[config.mk]
export PLATFORM = sky130hd
export DESIGN_NAME = wav_header_chunk_parser
export DESIGN_NICKNAME = d
export VERILOG_FILES = /design/src/design/wavhdr_pkg.sv /design/src/design/wavhdr_result.sv /design/src/design/wav_header_chunk_parser.sv
export SDC_FILE = /design/constraint.sdc
export NUM_CORES = 1
export LEC_CHECK = 0
export ABC_CLOCK_PERIOD_IN_PS = 7300
export BUFFER_PORTS_ARGS = -buffer_cell sky130_fd_sc_hd__buf_2
export CORE_UTILIZATION = 35
export DETAILED_ROUTE_END_ITERATION = 6
export SYNTH_ARGS = -nofsm -noshare
export SYNTH_HDL_FRONTEND = slang
export SYNTH_SLANG_ARGS = --single-unit
[constraint.sdc]
create_clock -name clk -period 7.3 [get_ports clk]
set_clock_uncertainty 0.15 [all_clocks]
set_input_delay 0.365 -clock clk [delete_from_list [all_inputs] [get_ports clk]]
set_output_delay 0.365 -clock clk [all_outputs]
set_load 0.02 [all_outputs]
[src/design/wavhdr_pkg.sv]
// Shared types, constants and tag tables for the WAVE header parser.
// Depends on nothing; used by wavhdr_result and wav_header_chunk_parser.
`default_nettype none

package wavhdr_pkg;

	// Width of the byte position counter; offsets saturate at all ones
	localparam int OFFSET_BITS = 32;
	// Width of the clamp arithmetic: wide enough for offset plus a 32-bit size
	localparam int SUM_W = ((OFFSET_BITS > 32) ? OFFSET_BITS : 32) + 1;
	// Chunk byte countdown: a 32-bit size plus its pad byte
	localparam int LEFT_W = 33;

	typedef logic [OFFSET_BITS-1:0] wavhdr_pos_t;
	typedef logic [SUM_W-1:0]       wavhdr_sum_t;
	typedef logic [LEFT_W-1:0]      wavhdr_left_t;

	localparam wavhdr_pos_t POS_MAX  = '1;
	localparam int          MIN_FILE = 44;
	localparam int          FMT_MIN  = 16;
	localparam int          HDR_LEN  = 8;
	localparam logic [31:0] ID_FMT   = 32'h2074_6D66;
	localparam logic [31:0] ID_DATA  = 32'h6174_6164;

	// Result status codes
	localparam logic [2:0] ST_OK      = 3'd0;
	localparam logic [2:0] ST_SHORT   = 3'd1;
	localparam logic [2:0] ST_BAD_TAG = 3'd2;
	localparam logic [2:0] ST_MISSING = 3'd3;
	localparam logic [2:0] ST_DEPTH   = 3'd4;

	// Format code: more than one channel in the upper bit, 16-bit depth in the lower
	localparam logic [1:0] FMT_MONO8 = 2'd0;

	typedef enum logic [1:0] {
		PH_PRE  = 2'd0,
		PH_HDR  = 2'd1,
		PH_BODY = 2'd2
	} wavhdr_phase_t;

	typedef struct packed {
		logic [7:0] byte_value;
		logic       last_byte;
	} wavhdr_in_t;

	typedef struct packed {
		logic [2:0]  status;
		logic [15:0] channel_count;
		logic [31:0] sample_rate_hz;
		logic [15:0] bits_per_sample;
		logic [1:0]  pcm_format;
		logic [31:0] pcm_offset;
		logic [31:0] pcm_length;
	} wavhdr_out_t;

	// Parser state at the end of a file, handed to the result logic
	typedef struct packed {
		wavhdr_pos_t fsize;
		logic        tag_ok;
		logic        data_seen;
		wavhdr_pos_t data_start;
		logic [31:0] data_size;
		logic [15:0] channels;
		logic [31:0] rate;
		logic [15:0] bits;
	} wavhdr_snap_t;

	// "RIFF" at offsets 0..3
	function automatic logic [7:0] riff_byte(input logic [1:0] idx);
		logic [7:0] v;
		unique case (idx)
			2'd0: v = 8'h52;
			2'd1: v = 8'h49;
			2'd2: v = 8'h46;
			2'd3: v = 8'h46;
			default: v = 8'h00;
		endcase
		return v;
	endfunction

	// "WAVE" at offsets 8..11
	function automatic logic [7:0] wave_byte(input logic [1:0] idx);
		logic [7:0] v;
		unique case (idx)
			2'd0: v = 8'h57;
			2'd1: v = 8'h41;
			2'd2: v = 8'h56;
			2'd3: v = 8'h45;
			default: v = 8'h00;
		endcase
		return v;
	endfunction

endpackage

`default_nettype wire

[src/design/wavhdr_result.sv]
// End-of-file result logic: clamps the data length and ranks the status.
// Depends on wavhdr_pkg.
`default_nettype none

module wavhdr_result (
	input  wire wavhdr_pkg::wavhdr_snap_t snap,
	output wavhdr_pkg::wavhdr_out_t       res
);

	wavhdr_pkg::wavhdr_sum_t fsize_w;
	wavhdr_pkg::wavhdr_sum_t start_w;
	wavhdr_pkg::wavhdr_sum_t size_w;
	wavhdr_pkg::wavhdr_sum_t end_w;
	wavhdr_pkg::wavhdr_sum_t offs;
	wavhdr_pkg::wavhdr_sum_t len;
	logic                    depth_ok;

	// Data span, clamped to the end of the file
	always_comb begin
		fsize_w = wavhdr_pkg::wavhdr_sum_t'(snap.fsize);
		start_w = wavhdr_pkg::wavhdr_sum_t'(snap.data_start);
		size_w  = wavhdr_pkg::wavhdr_sum_t'(snap.data_size);
		end_w   = start_w + size_w;
		offs    = '0;
		len     = '0;
		if (snap.data_seen) begin
			offs = start_w;
			len  = (end_w > fsize_w) ? (fsize_w - start_w) : size_w;
		end
	end

	assign depth_ok = (snap.bits == 16'd8) || (snap.bits == 16'd16);

	// Status: first failing check wins
	always_comb begin
		res.channel_count   = snap.channels;
		res.sample_rate_hz  = snap.rate;
		res.bits_per_sample = snap.bits;
		res.pcm_offset      = offs[31:0];
		res.pcm_length      = len[31:0];
		res.pcm_format      = wavhdr_pkg::FMT_MONO8;
		priority if (snap.fsize < wavhdr_pkg::wavhdr_pos_t'(wavhdr_pkg::MIN_FILE)) begin
			res.status = wavhdr_pkg::ST_SHORT;
		end else if (!snap.tag_ok) begin
			res.status = wavhdr_pkg::ST_BAD_TAG;
		end else if (!snap.data_seen || (len == '0) || (snap.channels == '0)
				|| (snap.rate == '0)) begin
			res.status = wavhdr_pkg::ST_MISSING;
		end else if (!depth_ok) begin
			res.status = wavhdr_pkg::ST_DEPTH;
		end else begin
			res.status     = wavhdr_pkg::ST_OK;
			res.pcm_format = {snap.channels != 16'd1, snap.bits == 16'd16};
		end
	end

endmodule

`default_nettype wire

[src/design/wav_header_chunk_parser.sv]
// Top level of the WAVE header parser: input register, chunk walker state
// and result register. Depends on wavhdr_pkg and wavhdr_result.
//
// Usage:
//  feed carries one file byte per request with a last-byte mark; a request
//  is taken when feed_valid is high and feed_stall is low.
//  result carries one item per file, raised after the byte marked last; it
//  is taken when result_valid is high and result_stall is low.
//  Throughput: one byte per cycle unless a last byte is held back. Each byte
//  is registered in the input register, where the chunk walker updates its
//  state in a single step. The last byte loads the result register.
//  Stalling: a held result blocks only a following last byte, which waits
//  in the input register; ordinary bytes keep flowing meanwhile.
//  Reset clears the walker and both valid flags; after each result the
//  walker returns to its reset state for the next file. The byte position
//  saturates at all ones, later bytes are counted as cut off.
`default_nettype none

module wav_header_chunk_parser (
	input  wire                          clk,
	input  wire                          arst_n,
	input  wire                          feed_valid,
	output logic                         feed_stall,
	input  wire wavhdr_pkg::wavhdr_in_t  feed,
	output logic                         result_valid,
	input  wire                          result_stall,
	output wavhdr_pkg::wavhdr_out_t      result
);

	// Input stage
	logic                   valid_s1;
	wavhdr_pkg::wavhdr_in_t feed_s1;
	logic                   adv_s1;
	logic                   step;
	logic                   finish;
	logic [7:0]             b;

	// Walker state
	wavhdr_pkg::wavhdr_pos_t   pos_q,   nx_pos;
	wavhdr_pkg::wavhdr_phase_t phase_q, nx_phase;
	wavhdr_pkg::wavhdr_left_t  left_q,  nx_left;
	logic [63:0]               shift_q, nx_shift;
	logic [4:0]                off_q,   nx_off;
	logic                      tag_ok_q, nx_tag_ok;
	logic                      in_fmt_q, nx_in_fmt;
	logic [15:0]               pch_q,   nx_pch;
	logic [31:0]               prate_q, nx_prate;
	logic [15:0]               pbits_q, nx_pbits;
	logic [15:0]               kch_q,   nx_kch;
	logic [31:0]               krate_q, nx_krate;
	logic [15:0]               kbits_q, nx_kbits;
	logic                      dseen_q, nx_dseen;
	wavhdr_pkg::wavhdr_pos_t   dstart_q, nx_dstart;
	logic [31:0]               dsize_q, nx_dsize;

	// Chunk header decode, valid on the eighth header byte
	logic [31:0]              hdr_id;
	logic [31:0]              hdr_size;
	wavhdr_pkg::wavhdr_left_t chunk_len;
	logic                     hdr_done;
	logic                     body_done;

	wavhdr_pkg::wavhdr_snap_t snap;
	wavhdr_pkg::wavhdr_out_t  res;
	logic                     result_valid_q;
	wavhdr_pkg::wavhdr_out_t  result_q;

	// Handshake: only a last byte can be held back by a full result register
	assign adv_s1     = valid_s1 && (!feed_s1.last_byte || !result_valid_q || !result_stall);
	assign feed_stall = valid_s1 && !adv_s1;
	assign step       = adv_s1 && (pos_q != wavhdr_pkg::POS_MAX);
	assign finish     = adv_s1 && feed_s1.last_byte;
	assign b          = feed_s1.byte_value;

	always_ff @(posedge clk or negedge arst_n) begin
		if (!arst_n) begin
			valid_s1 <= 1'b0;
		end else if (feed_valid && !feed_stall) begin
			valid_s1 <= 1'b1;
		end else if (adv_s1) begin
			valid_s1 <= 1'b0;
		end
	end

	always_ff @(posedge clk) begin
		if (feed_valid && !feed_stall) begin
			feed_s1 <= feed;
		end
	end

	assign hdr_id    = shift_q[39:8];
	assign hdr_size  = {b, shift_q[63:40]};
	assign chunk_len = wavhdr_pkg::wavhdr_left_t'(hdr_size)
		+ wavhdr_pkg::wavhdr_left_t'(hdr_size[0]);
	assign hdr_done  = (left_q == wavhdr_pkg::wavhdr_left_t'(1));
	assign body_done = (left_q == wavhdr_pkg::wavhdr_left_t'(1));

	// Next phase
	always_comb begin
		nx_phase = phase_q;
		if (step) begin
			unique case (phase_q)
				wavhdr_pkg::PH_PRE: begin
					if (pos_q >= wavhdr_pkg::wavhdr_pos_t'(11)) begin
						nx_phase = wavhdr_pkg::PH_HDR;
					end
				end
				wavhdr_pkg::PH_HDR: begin
					if (hdr_done && (chunk_len != '0)) begin
						nx_phase = wavhdr_pkg::PH_BODY;
					end
				end
				wavhdr_pkg::PH_BODY: begin
					if (body_done) begin
						nx_phase = wavhdr_pkg::PH_HDR;
					end
				end
				default: nx_phase = wavhdr_pkg::PH_PRE;
			endcase
		end
	end

	// Per-byte datapath update
	always_comb begin
		nx_pos    = pos_q;
		nx_left   = left_q;
		nx_shift  = shift_q;
		nx_off    = off_q;
		nx_tag_ok = tag_ok_q;
		nx_in_fmt = in_fmt_q;
		nx_pch    = pch_q;
		nx_prate  = prate_q;
		nx_pbits  = pbits_q;
		nx_kch    = kch_q;
		nx_krate  = krate_q;
		nx_kbits  = kbits_q;
		nx_dseen  = dseen_q;
		nx_dstart = dstart_q;
		nx_dsize  = dsize_q;
		if (step) begin
			nx_pos = pos_q + wavhdr_pkg::wavhdr_pos_t'(1);
			unique case (phase_q)
				wavhdr_pkg::PH_PRE: begin
					if ((pos_q < wavhdr_pkg::wavhdr_pos_t'(4))
							&& (b != wavhdr_pkg::riff_byte(pos_q[1:0]))) begin
						nx_tag_ok = 1'b0;
					end
					if ((pos_q >= wavhdr_pkg::wavhdr_pos_t'(8))
							&& (pos_q < wavhdr_pkg::wavhdr_pos_t'(12))
							&& (b != wavhdr_pkg::wave_byte(pos_q[1:0]))) begin
						nx_tag_ok = 1'b0;
					end
					if (pos_q >= wavhdr_pkg::wavhdr_pos_t'(11)) begin
						nx_left = wavhdr_pkg::wavhdr_left_t'(wavhdr_pkg::HDR_LEN);
					end
				end
				wavhdr_pkg::PH_HDR: begin
					nx_shift = {b, shift_q[63:8]};
					nx_left  = left_q - wavhdr_pkg::wavhdr_left_t'(1);
					if (hdr_done) begin
						nx_in_fmt = (hdr_id == wavhdr_pkg::ID_FMT)
							&& (hdr_size >= 32'(wavhdr_pkg::FMT_MIN));
						if (hdr_id == wavhdr_pkg::ID_DATA) begin
							nx_dseen  = 1'b1;
							nx_dstart = pos_q + wavhdr_pkg::wavhdr_pos_t'(1);
							nx_dsize  = hdr_size;
						end
						nx_pch   = '0;
						nx_prate = '0;
						nx_pbits = '0;
						nx_off   = '0;
						nx_left  = (chunk_len == '0)
							? wavhdr_pkg::wavhdr_left_t'(wavhdr_pkg::HDR_LEN) : chunk_len;
					end
				end
				wavhdr_pkg::PH_BODY: begin
					// fmt fields live in the first sixteen body bytes
					if (in_fmt_q && !off_q[4]) begin
						unique case (off_q[3:0])
							4'd2:  nx_pch[7:0]     = b;
							4'd3:  nx_pch[15:8]    = b;
							4'd4:  nx_prate[7:0]   = b;
							4'd5:  nx_prate[15:8]  = b;
							4'd6:  nx_prate[23:16] = b;
							4'd7:  nx_prate[31:24] = b;
							4'd14: nx_pbits[7:0]   = b;
							4'd15: begin
								nx_pbits[15:8] = b;
								nx_kch         = pch_q;
								nx_krate       = prate_q;
								nx_kbits       = {b, pbits_q[7:0]};
							end
							default: ;
						endcase
					end
					if (!off_q[4]) begin
						nx_off = off_q + 5'd1;
					end
					nx_left = left_q - wavhdr_pkg::wavhdr_left_t'(1);
					if (body_done) begin
						nx_left = wavhdr_pkg::wavhdr_left_t'(wavhdr_pkg::HDR_LEN);
					end
				end
				default: ;
			endcase
		end
	end

	// Walker control state; a finished file returns it to reset
	always_ff @(posedge clk or negedge arst_n) begin
		if (!arst_n) begin
			pos_q    <= '0;
			phase_q  <= wavhdr_pkg::PH_PRE;
			left_q   <= '0;
			off_q    <= '0;
			tag_ok_q <= 1'b1;
			in_fmt_q <= 1'b0;
			kch_q    <= '0;
			krate_q  <= '0;
			kbits_q  <= '0;
			dseen_q  <= 1'b0;
		end else if (finish) begin
			pos_q    <= '0;
			phase_q  <= wavhdr_pkg::PH_PRE;
			left_q   <= '0;
			off_q    <= '0;
			tag_ok_q <= 1'b1;
			in_fmt_q <= 1'b0;
			kch_q    <= '0;
			krate_q  <= '0;
			kbits_q  <= '0;
			dseen_q  <= 1'b0;
		end else begin
			pos_q    <= nx_pos;
			phase_q  <= nx_phase;
			left_q   <= nx_left;
			off_q    <= nx_off;
			tag_ok_q <= nx_tag_ok;
			in_fmt_q <= nx_in_fmt;
			kch_q    <= nx_kch;
			krate_q  <= nx_krate;
			kbits_q  <= nx_kbits;
			dseen_q  <= nx_dseen;
		end
	end

	// Payload state: only read once the matching flag or header says so
	always_ff @(posedge clk) begin
		shift_q  <= nx_shift;
		pch_q    <= nx_pch;
		prate_q  <= nx_prate;
		pbits_q  <= nx_pbits;
		dstart_q <= nx_dstart;
		dsize_q  <= nx_dsize;
	end

	// Snapshot including the last byte's own update
	always_comb begin
		snap.fsize      = nx_pos;
		snap.tag_ok     = nx_tag_ok;
		snap.data_seen  = nx_dseen;
		snap.data_start = nx_dstart;
		snap.data_size  = nx_dsize;
		snap.channels   = nx_kch;
		snap.rate       = nx_krate;
		snap.bits       = nx_kbits;
	end

	wavhdr_result u_result (
		.snap (snap),
		.res  (res)
	);

	// Result register
	always_ff @(posedge clk or negedge arst_n) begin
		if (!arst_n) begin
			result_valid_q <= 1'b0;
		end else if (finish) begin
			result_valid_q <= 1'b1;
		end else if (!result_stall) begin
			result_valid_q <= 1'b0;
		end
	end

	always_ff @(posedge clk) begin
		if (finish) begin
			result_q <= res;
		end
	end

	assign result_valid = result_valid_q;
	assign result       = result_q;

	// Checks
	a_last_gives_result: assert property (@(posedge clk) disable iff (!arst_n)
		finish |=> result_valid_q)
		else $error("last byte did not raise a result");

	a_restart_after_file: assert property (@(posedge clk) disable iff (!arst_n)
		finish |=> (pos_q == '0) && (phase_q == wavhdr_pkg::PH_PRE) && !dseen_q)
		else $error("walker not cleared after a file");

	a_stall_cause: assert property (@(posedge clk) disable iff (!arst_n)
		feed_stall |-> valid_s1 && feed_s1.last_byte && result_valid_q && result_stall)
		else $error("input held without a blocked result");

	a_body_count: assert property (@(posedge clk) disable iff (!arst_n)
		(phase_q == wavhdr_pkg::PH_BODY) |-> (left_q != '0))
		else $error("chunk body with no bytes left");

endmodule

`default_nettype wire

==> reports/results.tsv, run 1 <==
metric	value	unit
status	finished, final reports clean	
grt_use_met3	2.78	%
use_met2	35.5	%
die_area	71300	um^2
synth_area_leaders	edfxtp_1 (31%), dfrtp_1 (14%), ha_1 (5.7%)	
synth_nets	2594	
setup_viol	0	
finalPower	7.41	mW
synth_cell_types	93	
cts_buffer_depth	3	
yosys.area_share.adder	5.86	%
totalWireLength	79.7	mm
start_util	35.6	%
ios	148	
core_area	69100	um^2
drive_above_1_share	19.4	%
synth_xor_area_share	5.20	%
setup_ws	0.286	ns
place.port_buffers	147	
syn2layout_area_growth	21.1	%
r2r-start	left_q[29]	
worst-setup-path-type	flop to flop	
avgRoutedWirePerCell	21.3	um
r2r_slack	0.29	ns
first_iter_violations	1734	
min_path_type	input port to async pin	
synth_top_family_by_area	simple AND/OR/NAND/NOR gates	
setup_tns	0	ns
clock.fmax	143	MHz
cp.arrival	7.23	ns
die_x	267	um
route.detailed.drc	0	
vias	20300	
worstPathRequired	7.51	ns
synth_top_area_cell	edfxtp_1	
critPathMaxStageDelay	0.52	ns
clk_pin_slew_worst_paths	0.06	ns
fin_util	43.1	%
reg2reg_depth	31	
drv_cap	0	
worstSetupEndpointType	flop	
postRouteAntennaNets	0	
syn_inst	2467	
muxShareOfSynthArea	3.14	%
crit_start	left_q[29]	
diodes	0	
grt_max_degree	105	
die_h	267	um
fin_crit_sh	96.1	%
layout.nets	2901	
power.leakage	13.1	nW
r2r_end	result[132]	
synth_compound_area_share	12.3	%
worstMarginPinSlew	1.23	ns
final_cell_mix	nor2_1 (282), edfxtp_1 (254), nand2_1 (219)	
clkLatencyLatePin	0.62	ns
clock_sinks	459	
gr-total-overflow	0	
antenna_found_initial	1	
first_global_vias	20100	
crit_fanout	14	
period_minus_slack	7.01	ns
cp_slowest_cell	or4b_1	
cts_tree	built	
synth_edf_count	254	
hold_violations	0	
grt_usage	22.1	%
yosys_warnings	0	
place_congestion	0.936	
drt_pass1_iterations	5	
synthFlopType	edfxtp_1	
syn_avg_cell_area	9.96	um^2
cts_root_buf	clkbuf_16	
synthSimpleGateAreaFrac	18.7	%
report.final.slew_viol_count	0	
ys_seq_elements	459	
syn_area	24600	um^2
powerDensity	249	nW/um^2
cp-start-kind	flop	
maxSlewHeadroom	18.3	%
yosysSeqAreaShare	50.6	%
use_met1	30.8	%
final_common_cell	nor2_1	
crit_top_cell	buf_4	
via_per_inst	5.41	
htree_levels	2	
synth_top_area_share	31.0	%
cts_buffers	51	
pre_cts_ws	-0.218	ns
grt_pass1_wl	121	mm
rows	96	
async_reset_ff_share	30.7	%
ir_drop	0.221	mV
busiest_layer	met2	
dpl.hpwl	59.7	mm
[stage by stage]
stage	instances	instance area, um^2	hold WS (ns)
2_1_floorplan	2467	24600	-0.0806
3_3_place_gp	3630	27600	0.274
3_5_place_dp	3630	27600	0.280
4_1_cts	3740	29500	0.208
5_1_grt	3748	29800	0.260
6_report	3748	29800	0.207
[worst max-delay path: cells and delay by family (launching register included)]
family                     cells  cell delay [ns]
xor gates and xnor gates       1             0.14
AOI/OAI and AO/OA             12             1.94
buffers and inverters          5             0.83
adders and majority gates      2             0.61
DFF                            1             0.40
and+or+nand+nor               11             2.70
[worst max path at each step]
stage / endpoint / slack, ns
final: result[132] / 0.29
after global routing: result[64] / -0.06
after CTS: result[130] / 0.05
after detailed placement: result[130] / -0.22
after global placement: result[20] / -0.1
after floorplan: result[132] / 0.25
[where the power goes]
| part | switching (mW) | total [mW] | internal [mW] |
|---|---|---|---|
| sequential | 0.0969 | 2.97 | 2.88 |
| clock | 1.14 | 2.68 | 1.54 |
| combinational | 1.15 | 1.77 | 0.618 |
[synth_stat cells, types with 16 or more instances]
master / n
xnor2_1: 86
a21oi_1: 188
mux2_2: 36
mux2i_1: 35
xor2_1: 60
o21ai_0: 120
clkbuf_1: 83
nor3_1: 56
or3_1: 17
and4_1: 16
and3_1: 22
dfxtp_1: 64
a21o_1: 28
and2_1: 56
edfxtp_1: 254
inv_1: 138
nand2b_1: 19
o21a_1: 18
nand2_1: 221
a31oi_1: 16
nor4_1: 51
ha_1: 112
nor2_1: 283
nand4_1: 61
buf_2: 18
nand3_1: 62
dfrtp_1: 140
[cell families (layout without fill, tap and decap cells)]
family                     count (synthesis)  after routing
adders and majority gates                114            114
muxes                                     72             72
DFF                                      459            459
xor gates and xnor gates                 146            146
AOI/OAI and AO/OA                        494            494
and+or+nand+nor                          927            928
buffers and inverters                    255            604
[registers in the layout, summed over array words and instances, names as in the netlist, 2 cells and up]
name / flops
left_q: 33
kch_q: 16
pos_q: 32
prate_q: 32
result: 133
off_q: 5
kbits_q: 16
b: 8
krate_q: 32
pbits_q: 8
dstart_q: 32
dsize_q: 32
shift_q: 56
pch_q: 16
phase_q: 2
[final cells by class]
class,count,area [um^2]
well taps,931,1160
flip-flops and latches,459,12400
clock buffers,64,1390
multi-input cells,1754,11400
inverters,140,533
repair buffers,368,2490
clock inverters,32,357
fillers,6615,39300
[routing by layer]
metal	part of all wire (%)	routed length, um
met1	46	36600
met2	45	36100
met3	5.7	4550
met4	3.0	2420
met5	0	0
[timing repair]
| item | 4_1_cts | 5_1_grt |
|---|---|---|
| setup endpoints to repair | 23 | 37 |
| resized for setup | 3 | 46 |
| pin swaps | 1 | 17 |
| hold buffers | 13 | 0 |
| cloned | 0 | 1 |
| buffers inserted | 1 | 7 |
| hold endpoints to repair | 86 | 0 |
No activity file was read; power rests on OpenSTA's default activity.
==> inputs of run 2 (changes only) <==
- CELL_PAD_IN_SITES_DETAIL_PLACEMENT: default -> 0
- CELL_PAD_IN_SITES_GLOBAL_PLACEMENT: default -> 1
- PLACE_DENSITY_LB_ADDON: default -> 0.1
==> reports/results.tsv, run 2 (synthesis gave the netlist of run 1 again) <==
metric	value	unit	change
hold_violations	0		unchanged
clkLatencyLatePin	0.65	ns	+0.03 ns
power.leakage	13.1	nW	about the same
place_congestion	0.893		-4.7%
switchingPower	2.47	mW	+3.6%
dp.cells	3599		-0.85%
critPathMaxStageDelay	0.40	ns	-0.12 ns
grt_usage	23.4	%	+1.2 points
min_path_type	input port to async pin		
reg2reg_depth	33		+6.5%
setup_viol	0		unchanged
syn2layout_area_growth	22.7	%	
crit_fanout	8		-6
crit_start	left_q[29]		
totalWireLength	84.9	mm	+6.5%
place.port_buffers	147		unchanged
status	finished, final reports clean		
vias	20000		-1.6%
final_common_cell	nor2_1		
die_x	267	um	unchanged
grt_pass1_wl	124	mm	+3.1%
cts_tree	built		
clock_sinks	459		unchanged
ios	148		unchanged
worstSetupEndpoint	result[130]		
fin_crit_sh	97.4	%	+1.3 points
drive_above_1_share	20.2	%	+0.77 points
power_frac_comb	23.9	%	about the same
holdWs	0.206	ns	-0.000701 ns
die_h	267	um	unchanged
antenna_found_initial	1		unchanged
period_minus_slack	7.11	ns	+0.0966 ns
worstPathRequired	7.53	ns	+0.02 ns
avgRoutedWirePerCell	22.7	um	+6.9%
worst-setup-path-type	flop to flop		
crit_top_cell	buf_4		
clock.fmax	141	MHz	-1.4%
cts_buffer_depth	3		unchanged
clkPwrFrac	37.5	%	+1.4 points
ir_drop	0.149	mV	-33%
setup_ws	0.189	ns	-0.0966 ns
p_seq_share	38.6	%	-1.5 points
fillerInstances	6767		+2.3%
pre_cts_ws	-0.502	ns	-0.285 ns
p_int	5.22	mW	+3.7%
route.detailed.drc	0		unchanged
maxSlewHeadroom	20.8	%	+2.5 points
diodes	0		unchanged
rows	96		unchanged
r2r-start	left_q[29]		
cts_buffers	54		+5.9%
first_iter_violations	1250		-28%
drt_pass1_iterations	5		unchanged
cts_root_buf	clkbuf_16		
htree_levels	2		unchanged
clk_pin_slew_worst_paths	0.06	ns	about the same
powerDensity	255	nW/um^2	+2.3%
layout.nets	2886		-0.52%
final_cell_mix	nor2_1 (275), edfxtp_1 (254), nand2_1 (221)		
r2r_end	result[130]		
worstSetupEndpointType	flop		
die_area	71300	um^2	unchanged
cp.arrival	7.34	ns	+0.11 ns
postRouteAntennaNets	0		unchanged
first_global_vias	19500		-3.0%
start_util	35.6	%	unchanged
p_sw_share	32.1	%	about the same
worstMarginPinSlew	1.18	ns	-0.0451 ns
r2r_slack	0.19	ns	-0.10 ns
finalPower	7.69	mW	+3.7%
report.final.slew_viol_count	0		unchanged
via_per_inst	5.34		-1.2%
drv_cap	0		unchanged
cp-start-kind	flop		
grt_max_degree	131		+25%
fin_cells	3735		-0.35%
cp_slowest_cell	dfrtp_1		
dpl.hpwl	62.2	mm	+4.3%
gr-total-overflow	0		unchanged
core_area	69100	um^2	unchanged
largest_reg_flops	133		unchanged
-- run 2: worst min-delay path by stage --
stage                              to  slack (ns)  depth (start not counted)
after detailed placement  shift_q[15]        0.28                          0
after global placement    shift_q[18]        0.27                          0
after CTS                   left_q[2]        0.23                          2
final                       left_q[2]        0.21                          2
after global routing        left_q[2]        0.27                          2
after floorplan               dseen_q       -0.08                          0
-- run 2: worst max-delay path: cells and delay by family (launching register included) --
| kind | cells | cell delay [ns] |
|---|---|---|
| buffers and inverters | 7 | 1.15 |
| DFF | 1 | 0.40 |
| AOI/OAI and AO/OA | 11 | 2.22 |
| and+or+nand+nor | 12 | 2.18 |
| xor gates and xnor gates | 1 | 0.09 |
| adders and majority gates | 2 | 0.61 |
-- run 2: area by class of cell --
class	instances	area (um^2)	area share [%]
inverters	140	533	1.77
repair buffers	351	2460	8.16
well taps	931	1160	3.86
flip-flops and latches	459	12400	41.2
multi-input cells	1753	11700	38.7
clock buffers	63	1400	4.63
clock inverters	38	497	1.65
-- run 2: routing by layer --
metal | GRT usage (%) | wire (um) | up-vias
met3 | 2.85 | 3960 | 136
met5 | 0 | 0 | -
met4 | 9.47 | 3550 | 0
met1 | 31.8 | 38500 | 9804
li1 | - | - | 9465
met2 | 37.7 | 38900 | 552
-- run 2: through the flow --
step           utilization, %  TNS (ns)  instance area (um^2)
2_1_floorplan               -         0                 24600
3_3_place_gp             39.6     -9.14                 27400
3_5_place_dp             39.6     -9.31                 27400
4_1_cts                  42.7         0                 29500
5_1_grt                  43.7    -0.220                 30200
6_report                 43.7         0                 30200
-- run 2: power groups by stage --
stage | Combinational [mW] | Sequential, mW | Clock, mW
floorplan | 0.982 | 3.04 | 0
global placement | 1.73 | 3.01 | 0
detailed placement | 1.73 | 3.02 | 0
CTS | 1.75 | 2.97 | 2.96
global route | 1.98 | 2.98 | 3.05
finish | 1.84 | 2.97 | 2.88
-- run 2: what timing repair did --
item	CTS	global route
buffers inserted	3	15
endpoints found under the hold margin	85	0
gates cloned	0	4
hold buffers	13	0
gates resized for setup	20	85
setup endpoints to repair	37	37
pin swaps	10	37
